===== src/sv/connection_throttle_table_core_macros.svh =====
// ----------------------------------------------------------------------------
// connection throttle table assertion macros
// shared property wrappers for the core's concurrent checks
// ----------------------------------------------------------------------------
`ifndef CONNECTION_THROTTLE_TABLE_CORE_MACROS_SVH
`define CONNECTION_THROTTLE_TABLE_CORE_MACROS_SVH

// same-cycle implication, clocked on clk, off during reset
`define CTT_ASSERT_NOW(label, ante, cons, msg) \
	label: assert property (@(posedge clk) disable iff (!arst_n) (ante) |-> (cons)) \
		else $error(msg);

// next-cycle implication, clocked on clk, off during reset
`define CTT_ASSERT_NEXT(label, ante, cons, msg) \
	label: assert property (@(posedge clk) disable iff (!arst_n) (ante) |=> (cons)) \
		else $error(msg);

`endif


===== src/sv/ctt_pkg.sv =====
// ----------------------------------------------------------------------------
// ctt_pkg
// types and constants shared by the connection throttle table files
// ----------------------------------------------------------------------------
package ctt_pkg;

	localparam int CFG_IDX_W  = 1;
	localparam int CFG_DATA_W = 16;

	localparam logic [CFG_IDX_W-1:0] REG_ATTEMPT_LIMIT = 1'b0;
	localparam logic [CFG_IDX_W-1:0] REG_HOLD_SECONDS  = 1'b1;

	localparam logic [15:0] ATTEMPT_LIMIT_RST = 16'd4;
	localparam logic [15:0] HOLD_SECONDS_RST  = 16'd60;

	localparam int V4_KEY_W = 32;
	localparam int COUNT_W  = 17;
	localparam int REMOVED_W = 7;
	localparam logic [REMOVED_W-1:0] REMOVED_MAX = '1;

	typedef struct packed {
		logic        action;
		logic [63:0] addr_high;
		logic [63:0] addr_low;
		logic        is_ipv6;
		logic [31:0] now_seconds;
	} in_item_t;

	typedef struct packed {
		logic                 throttled;
		logic                 table_full;
		logic [REMOVED_W-1:0] removed_count;
	} out_item_t;

	// one table slot as kept in the ram
	typedef struct packed {
		logic               valid;
		logic               is_v6;
		logic [63:0]        key_high;
		logic [63:0]        key_low;
		logic [31:0]        last_seen;
		logic [COUNT_W-1:0] count;
	} entry_t;

	typedef struct packed {
		logic load;
		logic scan;
		logic clear;
		logic finish;
	} cmd_t;

	typedef struct packed {
		logic idx_last;
		logic out_busy;
	} stat_t;

	typedef enum logic [2:0] {
		ST_CLEAR,
		ST_IDLE,
		ST_SCAN,
		ST_DRAIN,
		ST_UPDATE
	} state_t;

endpackage


===== src/sv/ctt_ctrl.sv =====
// ----------------------------------------------------------------------------
// ctt_ctrl
// sequencer: clearing pass, table scan, update and result hand-off
// ----------------------------------------------------------------------------
module ctt_ctrl import ctt_pkg::*; (
	input  logic  clk,
	input  logic  arst_n,
	input  logic  in_valid,
	output logic  in_ready,
	input  stat_t stat,
	output cmd_t  cmd
);

	state_t state_q, state_d;

	always_ff @(posedge clk or negedge arst_n) begin
		if (!arst_n) begin
			state_q <= ST_CLEAR;
		end else begin
			state_q <= state_d;
		end
	end

	always_comb begin
		state_d  = state_q;
		cmd      = '0;
		in_ready = 1'b0;
		case (state_q)
			ST_CLEAR: begin
				cmd.clear = 1'b1;
				if (stat.idx_last) begin
					state_d = ST_IDLE;
				end
			end
			ST_IDLE: begin
				in_ready = 1'b1;
				if (in_valid) begin
					cmd.load = 1'b1;
					state_d  = ST_SCAN;
				end
			end
			ST_SCAN: begin
				cmd.scan = 1'b1;
				if (stat.idx_last) begin
					state_d = ST_DRAIN;
				end
			end
			// last compare lands here
			ST_DRAIN: begin
				state_d = ST_UPDATE;
			end
			ST_UPDATE: begin
				if (!stat.out_busy) begin
					cmd.finish = 1'b1;
					state_d    = ST_IDLE;
				end
			end
			default: begin
				state_d = ST_IDLE;
			end
		endcase
	end

endmodule


===== config.mk =====
export PLATFORM = sky130hd
export DESIGN_NAME = ctt_ctrl
export DESIGN_NICKNAME = d
export VERILOG_FILES = /design/src/sv/connection_throttle_table_core_macros.svh /design/src/sv/ctt_pkg.sv /design/src/sv/ctt_ctrl.sv
export SDC_FILE = /design/constraint.sdc
export NUM_CORES = 1
export LEC_CHECK = 0
export ABC_AREA = 1
export BUFFER_PORTS_ARGS = -buffer_cell sky130_fd_sc_hd__buf_2
export CORE_AREA = 3 3 40 42
export CTS_CLUSTER_DIAMETER = 30
export DETAILED_ROUTE_END_ITERATION = 7
export DIE_AREA = 0 0 43 45
export MAX_ROUTING_LAYER = met4
export PLACE_DENSITY_LB_ADDON = 0.2
export SLEW_MARGIN = 20
export SYNTH_ARGS = -nofsm -noshare
export SYNTH_HDL_FRONTEND = slang
export SYNTH_SLANG_ARGS = --single-unit

===== constraint.sdc =====
create_clock -name clk -period 1 [get_ports clk]
set_input_delay 0.1 -clock clk [delete_from_list [all_inputs] [get_ports clk]]
set_output_delay 0.1 -clock clk [all_outputs]
set_load 0.03 [all_outputs]

Word level (Yosys, flattened, before mapping)
Cells that the tools add are included.

operators by class
  reductions and logical operators = 2
  eq/ne operators = 8
  multiplexer cells = 12

operator list
  operator              number
  $pmux W3 S5           1
  $mux W3               4
  $ne A2 B2 Y1 const B  4
  $mux W1               7
  $eq A3 B2 Y1 const B  2
  $reduce_and A4 Y1     1
  $eq A3 B1 Y1 const B  1
  $eq A3 B3 Y1 const B  1
  $logic_not A3 Y1      1

storage, ports and cells
  bits in registers = 3
  output and inout port bits = 5
  bits of input ports = 5

Longest topological paths before layout
  depth in word-level cells = 3
  mapped depth = 6

Least setup slack after synthesis
Ideal clock, no wire load.

  kind = register to output
  start = register state_q[2]
  end = output cmd[1] in the netlist's numbering
  data arrival time = 1.152 ns
  setup slack = -0.252 ns
  stages on the path, launching flop included = 2
  cells stage by stage = dfrtp_1 nor3_1

RTL lines
  what                    line            RTL
  start, declared         ctt_ctrl.sv:14  state_t state_q, state_d;
  start signal, assigned  ctt_ctrl.sv:20  state_q <= state_d;
  end, declared           ctt_ctrl.sv:11  output cmd_t cmd

==> summary.md <==
| Metric | Value |
|---|---|
| Count of input and output buffers | 9 |
| Crit share post-route | 1.20 |
| Pwr per Cell Area | between 3000 and 4000 nW/um^2 |
| Critical path peak fanout | 5 |
| Placed Area | about 310 sq um |
| Critical-path cell list | nor2_4 -> nand2_2 -> nor2_4 -> buf_6 |
| CORE AREA | 1280 sq um |
| Synth warnings | 0 |
| MaxCap Viol Count | 0 |
| Crit path DAT | between 1 and 1.5 ns |
| Hold Vio Cnt, Final | 0 |
| Gate power share | 0.658 |
| Flop pwr share | 0.198 |
| Reg2Reg Depth | 7 |
| Clock sink count | 3 |
| Internal Power | 0.000818 W |
| Crit start category | register |
| Vias in the first global route | roughly 200 |
| Critical path class | register to primary output |
| Count of state elements after synthesis | 3 |
| Cell count after synthesis | 29 |
| Hold Path Class | primary input to register |
| Crit-path max cell delay | between 0.4 and 0.5 ns |
| Gp weighted congestion | 0.692 |
| DP Worst Slack | -0.0577 ns |
| VDD IR max | approximately 1.2 mV |
| Net Switching | between 0.0006 and 0.0007 W |
| Initial antenna violation count | 0 |
| Met2 wire length | ~190 microns |
| Sw frac | 0.449 |
| Slack of the critical path | -0.201 ns |
| RSZ-0062 raised after global routing | true |
| Remaining DRCs | 0 |
| Most used cell, CP | nor2_4 |
| Library cells used by synthesis | 13 |
| First-pass GRT wire length | 807 microns |
| Final ANT Viol Nets | 0 |
| Pleak | ~0.21 nW |
| Dpl hpwl | about 360 microns |
| Syn_nets | 34 |
| Syn-to-layout area delta | 98.1% |
| Total number of H-tree levels | 1 |
| Hold depth | 4 |
| CTS Buffer Depth | 2 |
| Clk pwr share | 0.145 |
| Gr usage total | 0.0636 |
| Reg clk slew, reported paths | around 0.040 ns |
| Slew headroom | 0.864 |
| Clock skew | ~0.0021 ns |
| Fin nets | 55 |
| Max reg flops | 3 |
| Die ar. | around 1900 sq um |
| First DRT Iteration DRCs | 0 |
| Tmin final | between 1 and 1.5 ns |
| Highest-delay cell along the critical path | dfrtp_2 |
| Wl on met1 | 220 microns |
| Rows | 13 |
| Largest net degree at the start of global routing | 6 |
| CTS tree | done |
| Status | complete, but fails checks |
| Top routing layer in use | met3 |
| Grt ovf | 0 |
| Max Clk Rate | 0.832 GHz |
| CTS Buf Count | 3 |
| Mapped Area | about 200 sq um |
| CP Capture Type | primary output |
| Final instance area | around 400 sq um |
| Syn avg cell area | 6.90 sq um |
| WL/cell | roughly 7.3 microns |
| First-pass detailed-route iteration total | 1 |
| Sequential-to-total area share from yosys stat | 0.375 |
| Die width | between 40 and 50 microns |
| Required time of the critical path | ~0.90 ns |
| Drt total wl | 468 microns |
| Final setup viols | 7 |
| Antenna diodes | 0 |
| Violated checks | setup timing |
| Biggest register | state_q |
| Routed wl met3 | roughly 54 microns |
| Fraction of layout cells with a size suffix above 1 | 0.653 |
| Largest regs | state_q (3) |
| Layout Utilization | 0.309 |
| Slew @ Worst Pin | between 0.2 and 0.25 ns |
| DR vias | between 200 and 250 |
| Starting Density | 0.156 |
| Skew-Pair Late Insertion Delay | between 0.2 and 0.25 ns |
| Die Height | 45 microns |
| Root buffer cell | clkbuf_4 |
| Drt via density | between 3 and 4 |
| I/O pin total | 10 |
| Fin. max-slew vios | 0 |
-- cell families after synthesis --
kind of cell / after synthesis / synth area share
and+or+nand+nor: 18 / 0.456
buffers and inverters: 7 / 0.131
DFF: 3 / 0.375
AOI/OAI and AO/OA: 1 / 0.0375
-- critical path, delay by kind of cell, from the launching register on --
family / cells / cell delay (ns)
flops: 1 / 0.44
simple gates: 3 / 0.29
buf+inv: 1 / 0.13
-- per-stage QoR --
| step | power [W] | hold slack [ns] | cells | setup TNS (ns) |
|---|---|---|---|---|
| detailed placement | 0.00106 | -0.0987 | 57 | -0.149 |
| floorplan | 0.000792 | -0.196 | 29 | -0.0116 |
| CTS | 0.00149 | 0.135 | 64 | -1.20 |
| global route | 0.00163 | 0.159 | 64 | -1.48 |
| global placement | 0.00108 | -0.100 | 57 | -0.230 |
| finish | 0.00148 | 0.141 | 64 | -0.989 |
-- cell usage in the layout (no fill, tap or decap) --
cell type	netlist	final
nand3_2	1	1
buf_2	0	4
inv_2	1	3
inv_1	5	3
buf_6	0	4
clkinv_1	1	1
nor3_2	0	1
buf_4	0	7
dlygate4sd3_1	0	1
clkbuf_1	0	1
nand4_1	2	2
nor2_2	0	3
dfrtp_2	0	3
o31ai_1	1	1
nand2_1	7	7
nand2_2	1	1
nor2_4	1	2
clkbuf_4	0	3
nand3_1	1	1
-- power groups by stage --
| stage | clock (W) | sequential (W) | combinational (W) |
|---|---|---|---|
| after global placement | 0 | 0.000274 | 0.000801 |
| after detailed placement | 0 | 0.000269 | 0.000792 |
| after global routing | 0.000250 | 0.000311 | 0.00107 |
| final | 0.000215 | 0.000293 | 0.000976 |
| after CTS | 0.000229 | 0.000279 | 0.000982 |
| after floorplan | 0 | 0.000260 | 0.000533 |
-- metal layers --
layer	up-vias	GRT usage
li1	131	-
met2	9	0.0569
met4	0	0.0181
met3	0	0.0717
met1	92	0.0825
met5	-	-
-- layout make-up --
| class | instances | area, sq um |
|---|---|---|
| Sequential cell | 3 | 78.8 |
| Timing Repair Buffer | 16 | 128 |
| Tap cell | 15 | 18.8 |
| Fill cell | 146 | 888 |
| Inverter | 7 | 26.3 |
| Clock buffer | 4 | 26.3 |
| Multi-Input combinational cell | 19 | 119 |
-- Yosys cell counts --
cell type | n | area share
o31ai_1 | 1 | 0.038
nand2_1 | 7 | 0.13
nand3_1 | 1 | 0.025
nand3_2 | 1 | 0.050
dfrtp_1 | 3 | 0.37
clkinv_1 | 1 | 0.019
inv_1 | 5 | 0.094
nand4_1 | 2 | 0.062
inv_2 | 1 | 0.019
nor3_1 | 1 | 0.025
nor2_4 | 1 | 0.056
nor2_1 | 4 | 0.075
nand2_2 | 1 | 0.031
-- path summary, 6_finish.rpt --
path	from	endpoint	slack [ns]
min reg2reg	state_q[2]	state_q[2]	0.56
max in group asynchronous	arst_n	state_q[1]	0.69
min in group asynchronous	arst_n	state_q[2]	0.19
max reg2reg	state_q[0]	state_q[0]	-0.06
min	stat[1]	state_q[1]	0.14
max	state_q[2]	cmd[3]	-0.20
-- timing repair --
action	CTS	global route
setup buffers	2	0
setup endpoints to repair	7	7
hold endpoints to repair	3	0
pin swaps	3	2
gates cloned	0	0
hold buffers	1	0
resized for setup	11	4
Note: power is estimated with default switching activity, not from simulation.
